===== src/hw/rtl/lpg_pkg.sv =====
`timescale 1ns / 1ps

package lpg_pkg;

	localparam int GLYPH_BITS = 8;

	typedef logic [GLYPH_BITS-1:0] glyph_t;

endpackage


===== src/hw/rtl/lpg_if.sv =====
`timescale 1ns / 1ps

interface lpg_req_if import lpg_pkg::*; #(
	parameter int CB = 6
) ();
	logic          valid;
	logic          ready;
	logic [CB-1:0] x_start;
	logic [CB-1:0] y_start;
	logic [CB-1:0] x_end;
	logic [CB-1:0] y_end;
	glyph_t        glyph_in;

	modport source (output valid, x_start, y_start, x_end, y_end, glyph_in, input ready);
	modport sink (input valid, x_start, y_start, x_end, y_end, glyph_in, output ready);
endinterface

interface lpg_pnt_if import lpg_pkg::*; #(
	parameter int CB = 6
) ();
	logic          valid;
	logic          ready;
	logic [CB-1:0] point_x;
	logic [CB-1:0] point_y;
	glyph_t        glyph_out;
	logic          last_point;

	modport source (output valid, point_x, point_y, glyph_out, last_point, input ready);
	modport sink (input valid, point_x, point_y, glyph_out, last_point, output ready);
endinterface


===== src/hw/rtl/line_point_generator_core.sv =====
`timescale 1ns / 1ps
// An accepted request passes stage 1, stage 2 and the walker before its first point
// reaches the output register. The walker emits one point per cycle while the output is
// not stalled, and a line has between 1 and 2^COORD_BITS points.
// Two setup stages take the next request while a line is walked.
// Reset (arst_n low, asynchronous) empties all stages and the output register.
module line_point_generator_core import lpg_pkg::*; #(
	parameter int COORD_BITS = 6
) (
	input  logic             clk,
	input  logic             arst_n,
	lpg_req_if.sink          req,
	lpg_pnt_if.source        pnt
);
	localparam int C = COORD_BITS;

	// stage 1: raw endpoints
	logic         v_s1;
	logic [C-1:0] xa_s1, ya_s1, xb_s1, yb_s1;
	glyph_t       g_s1;
	// stage 2: ordered endpoints
	logic         v_s2;
	logic [C-1:0] xa_s2, ya_s2, xb_s2, yb_s2;
	glyph_t       g_s2;
	// walker
	logic                busy_q;
	logic                xmaj_q;
	logic [C-1:0]        t_q, end_q, q_q, d_q;
	logic signed [C+1:0] r_q;
	logic signed [C:0]   delta_q;
	glyph_t              g_q;
	// output register
	logic         ov_q;
	logic [C-1:0] px_q, py_q;
	glyph_t       go_q;
	logic         last_q;

	logic         emit, is_last, load, adv2;
	logic [C-1:0] adx, ady;
	logic         flip;
	logic signed [C:0] dx, dy;
	logic         xmaj_n;
	logic [C-1:0] s_n, e_n, a_n, b_n, d_n;
	logic signed [C+1:0] r_sum, r_next;
	logic [C-1:0] q_next;

	assign is_last = (t_q == end_q);
	assign emit    = busy_q && (!ov_q || pnt.ready);
	assign load    = v_s2 && (!busy_q || (emit && is_last));
	assign adv2    = !v_s2 || load;
	assign req.ready = !v_s1 || adv2;

	always_comb begin
		adx  = (xa_s1 > xb_s1) ? xa_s1 - xb_s1 : xb_s1 - xa_s1;
		ady  = (ya_s1 > yb_s1) ? ya_s1 - yb_s1 : yb_s1 - ya_s1;
		flip = (adx > ady) ? (xa_s1 > xb_s1) : (ya_s1 > yb_s1);
	end

	always_comb begin
		dx     = $signed({1'b0, xb_s2}) - $signed({1'b0, xa_s2});
		dy     = $signed({1'b0, yb_s2}) - $signed({1'b0, ya_s2});
		xmaj_n = (dx >= dy);
		s_n    = xmaj_n ? xa_s2 : ya_s2;
		e_n    = xmaj_n ? xb_s2 : yb_s2;
		a_n    = xmaj_n ? ya_s2 : xa_s2;
		b_n    = xmaj_n ? yb_s2 : xb_s2;
		d_n    = e_n - s_n;
	end

	// step the remainder by the minor slope; one correction keeps it in [0, d)
	always_comb begin
		r_sum = r_q + {delta_q[C], delta_q};
		if (r_sum >= $signed({2'b00, d_q})) begin
			r_next = r_sum - $signed({2'b00, d_q});
			q_next = q_q + 1'b1;
		end else if (r_sum < 0) begin
			r_next = r_sum + $signed({2'b00, d_q});
			q_next = q_q - 1'b1;
		end else begin
			r_next = r_sum;
			q_next = q_q;
		end
	end

	always_ff @(posedge clk or negedge arst_n) begin
		if (!arst_n) begin
			v_s1   <= 1'b0;
			v_s2   <= 1'b0;
			busy_q <= 1'b0;
			ov_q   <= 1'b0;
		end else begin
			if (req.ready)
				v_s1 <= req.valid;
			if (adv2)
				v_s2 <= v_s1;
			if (load)
				busy_q <= 1'b1;
			else if (emit && is_last)
				busy_q <= 1'b0;
			if (emit)
				ov_q <= 1'b1;
			else if (pnt.ready)
				ov_q <= 1'b0;
		end
	end

	always_ff @(posedge clk) begin
		if (req.ready) begin
			xa_s1 <= req.x_start;
			ya_s1 <= req.y_start;
			xb_s1 <= req.x_end;
			yb_s1 <= req.y_end;
			g_s1  <= req.glyph_in;
		end
		if (adv2) begin
			xa_s2 <= flip ? xb_s1 : xa_s1;
			ya_s2 <= flip ? yb_s1 : ya_s1;
			xb_s2 <= flip ? xa_s1 : xb_s1;
			yb_s2 <= flip ? ya_s1 : yb_s1;
			g_s2  <= g_s1;
		end
		if (load) begin
			xmaj_q  <= xmaj_n;
			t_q     <= s_n;
			end_q   <= e_n;
			q_q     <= a_n;
			d_q     <= d_n;
			// start the remainder at half the major span for rounding
			r_q     <= $signed({3'b000, d_n[C-1:1]});
			delta_q <= $signed({1'b0, b_n}) - $signed({1'b0, a_n});
			g_q     <= g_s2;
		end else if (emit) begin
			t_q <= t_q + 1'b1;
			q_q <= q_next;
			r_q <= r_next;
		end
		if (emit) begin
			px_q   <= xmaj_q ? t_q : q_q;
			py_q   <= xmaj_q ? q_q : t_q;
			go_q   <= g_q;
			last_q <= is_last;
		end
	end

	assign pnt.valid      = ov_q;
	assign pnt.point_x    = px_q;
	assign pnt.point_y    = py_q;
	assign pnt.glyph_out  = go_q;
	assign pnt.last_point = last_q;

endmodule


===== src/flat_wrapper.sv =====
// flat-port wrapper written by rule: the top's interface ports become plain ports
module line_point_generator_core_flat import lpg_pkg::*;
#(
	parameter int COORD_BITS = 6
)
  (clk, arst_n, req_valid, req_x_start, req_y_start, req_x_end, req_y_end, req_glyph_in, req_ready, pnt_valid, pnt_point_x, pnt_point_y, pnt_glyph_out, pnt_last_point, pnt_ready);
  lpg_req_if #(.CB((6))) req_i ();
  lpg_pnt_if #(.CB((6))) pnt_i ();
  input  logic clk;
  input  logic arst_n;
  input wire logic [$bits(req_i.valid)-1:0] req_valid;
  input wire logic [$bits(req_i.x_start)-1:0] req_x_start;
  input wire logic [$bits(req_i.y_start)-1:0] req_y_start;
  input wire logic [$bits(req_i.x_end)-1:0] req_x_end;
  input wire logic [$bits(req_i.y_end)-1:0] req_y_end;
  input wire logic [$bits(req_i.glyph_in)-1:0] req_glyph_in;
  output wire logic [$bits(req_i.ready)-1:0] req_ready;
  output wire logic [$bits(pnt_i.valid)-1:0] pnt_valid;
  output wire logic [$bits(pnt_i.point_x)-1:0] pnt_point_x;
  output wire logic [$bits(pnt_i.point_y)-1:0] pnt_point_y;
  output wire logic [$bits(pnt_i.glyph_out)-1:0] pnt_glyph_out;
  output wire logic [$bits(pnt_i.last_point)-1:0] pnt_last_point;
  input wire logic [$bits(pnt_i.ready)-1:0] pnt_ready;
  assign req_i.valid = req_valid;
  assign req_i.x_start = req_x_start;
  assign req_i.y_start = req_y_start;
  assign req_i.x_end = req_x_end;
  assign req_i.y_end = req_y_end;
  assign req_i.glyph_in = req_glyph_in;
  assign req_ready = req_i.ready;
  assign pnt_valid = pnt_i.valid;
  assign pnt_point_x = pnt_i.point_x;
  assign pnt_point_y = pnt_i.point_y;
  assign pnt_glyph_out = pnt_i.glyph_out;
  assign pnt_last_point = pnt_i.last_point;
  assign pnt_i.ready = pnt_ready;
  line_point_generator_core #(.COORD_BITS(COORD_BITS)) u_core (.clk(clk), .arst_n(arst_n), .req(req_i), .pnt(pnt_i));
endmodule

===== config.mk =====
export PLATFORM = sky130hd
export DESIGN_NAME = line_point_generator_core_flat
export DESIGN_NICKNAME = d
export VERILOG_FILES = /design/src/hw/rtl/lpg_pkg.sv /design/src/hw/rtl/lpg_if.sv /design/src/hw/rtl/line_point_generator_core.sv /design/src/flat_wrapper.sv
export SDC_FILE = /design/constraint.sdc
export NUM_CORES = 1
export LEC_CHECK = 0
export ABC_AREA = 1
export BUFFER_PORTS_ARGS = -buffer_cell sky130_fd_sc_hd__buf_2
export CAP_MARGIN = 20
export CORE_MARGIN = 2
export CORE_UTILIZATION = 47
export DETAILED_ROUTE_END_ITERATION = 10
export GPL_TIMING_DRIVEN = 0
export PLACE_DENSITY = 0.7
export SYNTH_ARGS = -nofsm -noshare
export SYNTH_HDL_FRONTEND = slang
export SYNTH_SLANG_ARGS = --single-unit

===== constraint.sdc =====
create_clock -name clk -period 9.98 [get_ports clk]
set_clock_uncertainty 0.05 [all_clocks]
set_input_delay 2.994 -clock clk [delete_from_list [all_inputs] [get_ports clk]]
set_output_delay 2.994 -clock clk [all_outputs]
set_load 0.01 [all_outputs]

# Word level (Yosys, flattened, before mapping)
# Index checks and enable logic that the tools add are counted.
[classes]
eq_ne = 1
n_addsub = 14
magnitude_cmp = 6
reduce_logical = 16
n_mux = 27
[ops]
columns = ["operator", "count"]
rows = [
  ["6-bit two-way mux", 18],
  ["6-bit subtractor", 5],
  ["6-bit by 6-bit subtractor with 7-bit output", 3],
  ["6-bit greater-than comparator", 3],
  ["8-bit two-way mux", 2],
  ["6-bit by 1-bit adder with 6-bit output, second input constant", 2],
  ["5-bit two-way mux", 2],
  ["8-bit by 7-bit adder with 8-bit output", 1],
  ["8-bit adder", 1],
  ["8-bit by 7-bit greater-or-equal comparator with 1-bit output", 1],
  ["8-bit by 1-bit < comparator with 1-bit output, second input constant", 1],
  ["8-bit by 7-bit subtractor with 8-bit output", 1],
  ["7-bit greater-or-equal comparator", 1],
  ["6-bit equality test", 1],
  ["2-bit nonzero test", 3],
  ["6-bit by 1-bit subtractor with 6-bit output, second input constant", 1],
  ["1-bit two-way mux", 5],
  ["1-bit zero test", 4],
  ["1-bit logical OR", 4],
  ["1-bit logical AND", 3],
  ["3-bit nonzero test", 1],
  ["2-bit AND reduction", 1],
]
[word_totals]
word_cells = 91
in_bits = 36
regBits = 137
output_inout_bits = 23

# Depth between registers and ports, before layout
[depth]
depth_word = 8
depth_mapped = 30
mapped_depth_nobuf = 28

# Worst setup path after synthesis
# Ideal clock, no wire load.
[synth_path]
path_type = "in2out"
startpoint = "input pnt_ready"
endpoint = "output req_ready"
required_time_ps = 6936
arrival_ps = 4755
cell_stages = 8
slack_ps = 2181
path_buffers = 0
path_cell_list = "inv_1 nand2_1 nand2_1 inv_1 nand2_1 nand2_1 nor2_1 nand2_1"
[synth_via]
elab_chain_len = 7
[synth_lines]
columns = ["element", "line", "rtl"]
rows = [
  ["from (decl)", "flat_wrapper.sv:23", "input wire logic [$bits(pnt_i.ready)-1:0] pnt_ready;"],
  ["1-bit logical OR", "line_point_generator_core.sv:48", "assign emit = busy_q && (!ov_q || pnt.ready);"],
  ["1-bit logical AND", "line_point_generator_core.sv:48", ""],
  ["named net u_core.emit", "line_point_generator_core.sv:38", "logic emit, is_last, load, adv2;"],
  ["1-bit logical AND", "line_point_generator_core.sv:49", "assign load = v_s2 && (!busy_q || (emit && is_last));"],
  ["1-bit logical OR", "line_point_generator_core.sv:49", ""],
  ["1-bit logical AND", "line_point_generator_core.sv:49", ""],
  ["1-bit logical OR", "line_point_generator_core.sv:50", "assign adv2 = !v_s2 || load;"],
  ["1-bit logical OR", "line_point_generator_core.sv:51", "assign req.ready = !v_s1 || adv2;"],
  ["to (decl)", "flat_wrapper.sv:17", "output wire logic [$bits(req_i.ready)-1:0] req_ready;"],
]
# The timed path passes the listed nets, and every way through them passes these cells.

# Worst setup path in the final report
# Same ends and word-level chain as after synthesis.

==> out/results.ini <==
[pwr]
powerDensity_nw_per_um2=327
ir_drop_mv=0.180
total_leakage_power_uw=0.00454

[setup_path]
worst-r2r-setup-slack_ps=5230
slowest_stage=inv_1
cp-start-kind=primary input
r2r_end=u_core.r_q[4]
cp_cell_sequence=buf_2 -> inv_1 -> nand2_1 -> nand2_1 -> inv_1 -> nand2_1 -> nand2_1 -> nor2_1 -> nand2_1 -> buf_16 -> buf_2
worstRegToRegCells=26
reg2reg_from=u_core.ya_s2[0]
path_delay_family=buffers and inverters
critPathBufInv=5
slowest_delay_ps=760
cp_common_cell=nand2_1
critPathCaptureType=primary output
setup.worst_path.class=in -> out
crit_arrival_ps=5240
cp_data_required_time_ps=6940
critPathMaxFanout=27

[yosys]
syn_area_sq_um=8680
ys_seq_area_share_pct=46.8
synth_common_cells=nand2_1 (199), inv_1 (131), edfxtp_1 (130), ha_1 (82), o21ai_0 (59)
syn_nets=1028
synth_edf_count=130
yosysTopAreaCellShare_pct=45.0
syn-instance-count=898
synth-seq-cells=137
syn_avg_cell_area_sq_um=9.66
synth_cell_types=49
synth_most_common_cell=nand2_1
synth_ff_type=edfxtp_1
yosys-top-cells-area=edfxtp_1 (45%), ha_1 (12%), nand2_1 (8.6%), inv_1 (5.7%), o21ai_0 (3.4%)
synthArstFlopShare_pct=2.92
ys_warn_count=0
synth_area_leader_cell=edfxtp_1

[layout]
antenna_cells=0
syn_to_final_growth_pct=14.2
drive_gt1_share_pct=15.2
final_util_pct=55.0
num-nets-final=1107

[cts]
tritoncts=yes
clock-root-buffer=clkbuf_16
cts_max_path_buffers=2
cts.sinks=137
clk_pin_slew_ps=60
post_cts_buffers=0
clk_latency_ps=420
cts_made_buffers=17
ctsHoldBuffers=0
htree_levels=4
ctsResizeCount=0

[flow_run]
max-cap-violations=0

[detailed_routing]
drc=0
drt_first_pass_iters=5
wl_per_cell_um=14.7
viasPerCell=5.11
routed-via-count=6228
antenna_left=0
drt-initial-drc-count=406
wl_um=17900

[global_routing]
antenna_found_initial=0
grt_use_met3_pct=3.82
grt_overflow_total=0
grt_max_degree=38
grt_pass1_wl_um=30200
grt-busiest-layer=met2
track_usage_pct=19.5
use_met1_pct=24.5
grt_pass1_vias=6198
grt_use_met2_pct=33.3

[sta]
fin_tns_setup_ps=0
fmax_mhz=121
finalCritPeriodShare_pct=83.0
finalCriticalPeriod_ps=8280
hold_viol_final=0
finalSetupViolations=0
tightestPinTransition_ps=1010
report.final.slew_viol_count=0
rsz0062_at_grt=false
relSlewSlack_pct=32.6

[floorplanning]
coreArea_sq_um=18000
ioPinCount=59
initial_core_util_pct=48.1
die_w_um=140
placementRows=49
die_h_um=140
dieArea_sq_um=19600

[outcome]
status=finished, final reports clean

[placement]
dp.final_hpwl_um=14000
gp_congestion=0.964
numPortBuffers=58

[hold_path]
holdCritStartpoint=u_core.g_s2[0]
holdPathEnd=u_core.g_q[0]
holdPathStages=0
hold_class=reg -> reg

## cell usage in the layout, fill, tap and decap left out, types with 5 or more instances in the layout
master	netlist	routed
xnor2_1	16	16
o21ai_1	8	8
nand4_1	16	16
fa_1	12	12
inv_1	131	131
a31oi_1	5	5
buf_2	5	63
a21o_1	5	5
a21oi_1	50	50
buf_6	5	5
clkbuf_16	0	17
xor2_1	31	31
o21ai_0	59	59
buf_4	5	5
nand2_1	199	199
o21ai_2	14	14
nor2_1	25	25
nand3_1	37	37
edfxtp_1	130	130
ha_1	82	82
nand2_2	11	11
## through the flow
| stage | total power [uW] | cells | cell area [sq um] | setup slack (ps) | hold slack, ps |
|---|---|---|---|---|---|
| after CTS | 3250 | 1219 | 9910 | 1670 | 368 |
| after global routing | 3530 | 1219 | 9910 | 1440 | 371 |
| after global placement | 2550 | 1185 | 9250 | 1180 | 351 |
| after floorplan | 2190 | 898 | 8680 | 2180 | 350 |
| final | 3240 | 1219 | 9910 | 1700 | 365 |
| after detailed placement | 2590 | 1187 | 9310 | 1670 | 355 |
## final cells by class
type	count	area (sq um)
Fill cell	1575	8120
Sequential cell	137	4060
Multi-Input combinational cell	606	3950
Inverter	136	514
Clock buffer	17	425
Timing Repair Buffer	60	345
Tap cell	229	287
Clock inverter	15	174
Buffer	19	145
## registers in the layout, summed over array words and instances (netlist names), 6 cells and up
signal and count:
u_core.d_q 6, u_core.xb_s1 6, u_core.yb_s1 6, u_core.xa_s1 6, u_core.t_q 6, u_core.end_q 6, u_core.r_q 8, u_core.pnt.glyph_out 8
u_core.g_s2 8, u_core.ya_s1 6, u_core.xa_s2 6, u_core.pnt.point_x 6, u_core.yb_s2 6, u_core.pnt.point_y 6, u_core.q_q 6, u_core.xb_s2 6
u_core.ya_s2 6, u_core.delta_q 7, u_core.g_s1 8, u_core.g_q 8
## where the power goes
part	internal [uW]	switching [uW]
Sequential	827	55.6
Clock	394	244
Combinational	654	1060
## cells by family (layout without fill, tap and decap cells)
logic type / Yosys count / count (layout) / share of synthesized area [%]
multiplexers: 2 / 2 / 0.245
buffers and inverters: 155 / 247 / 7.60
flip-flops: 137 / 137 / 46.8
XOR/XNOR: 47 / 47 / 4.74
AND/OR/NAND/NOR: 306 / 306 / 15.3
AO/OA/AOI/OAI: 157 / 157 / 10.7
adder cells (fa/ha/maj): 94 / 94 / 14.6
## per-layer routing
layer,vias up,share of wire (%)
met2,133,49
li1,3188,-
met1,2870,44
met5,-,0
met3,37,3.5
met4,0,3.0
## worst max path at each step
stage / startpoint / end / slack, ps / cells after the start
after floorplan: pnt_ready / req_ready / 2180 / 8
after global placement: pnt_ready / req_ready / 1180 / 10
after detailed placement: pnt_ready / req_ready / 1670 / 11
after CTS: pnt_ready / req_ready / 1670 / 11
after global routing: pnt_ready / req_ready / 1440 / 11
final: pnt_ready / req_ready / 1700 / 11
No activity file was read; power rests on OpenSTA's default activity.
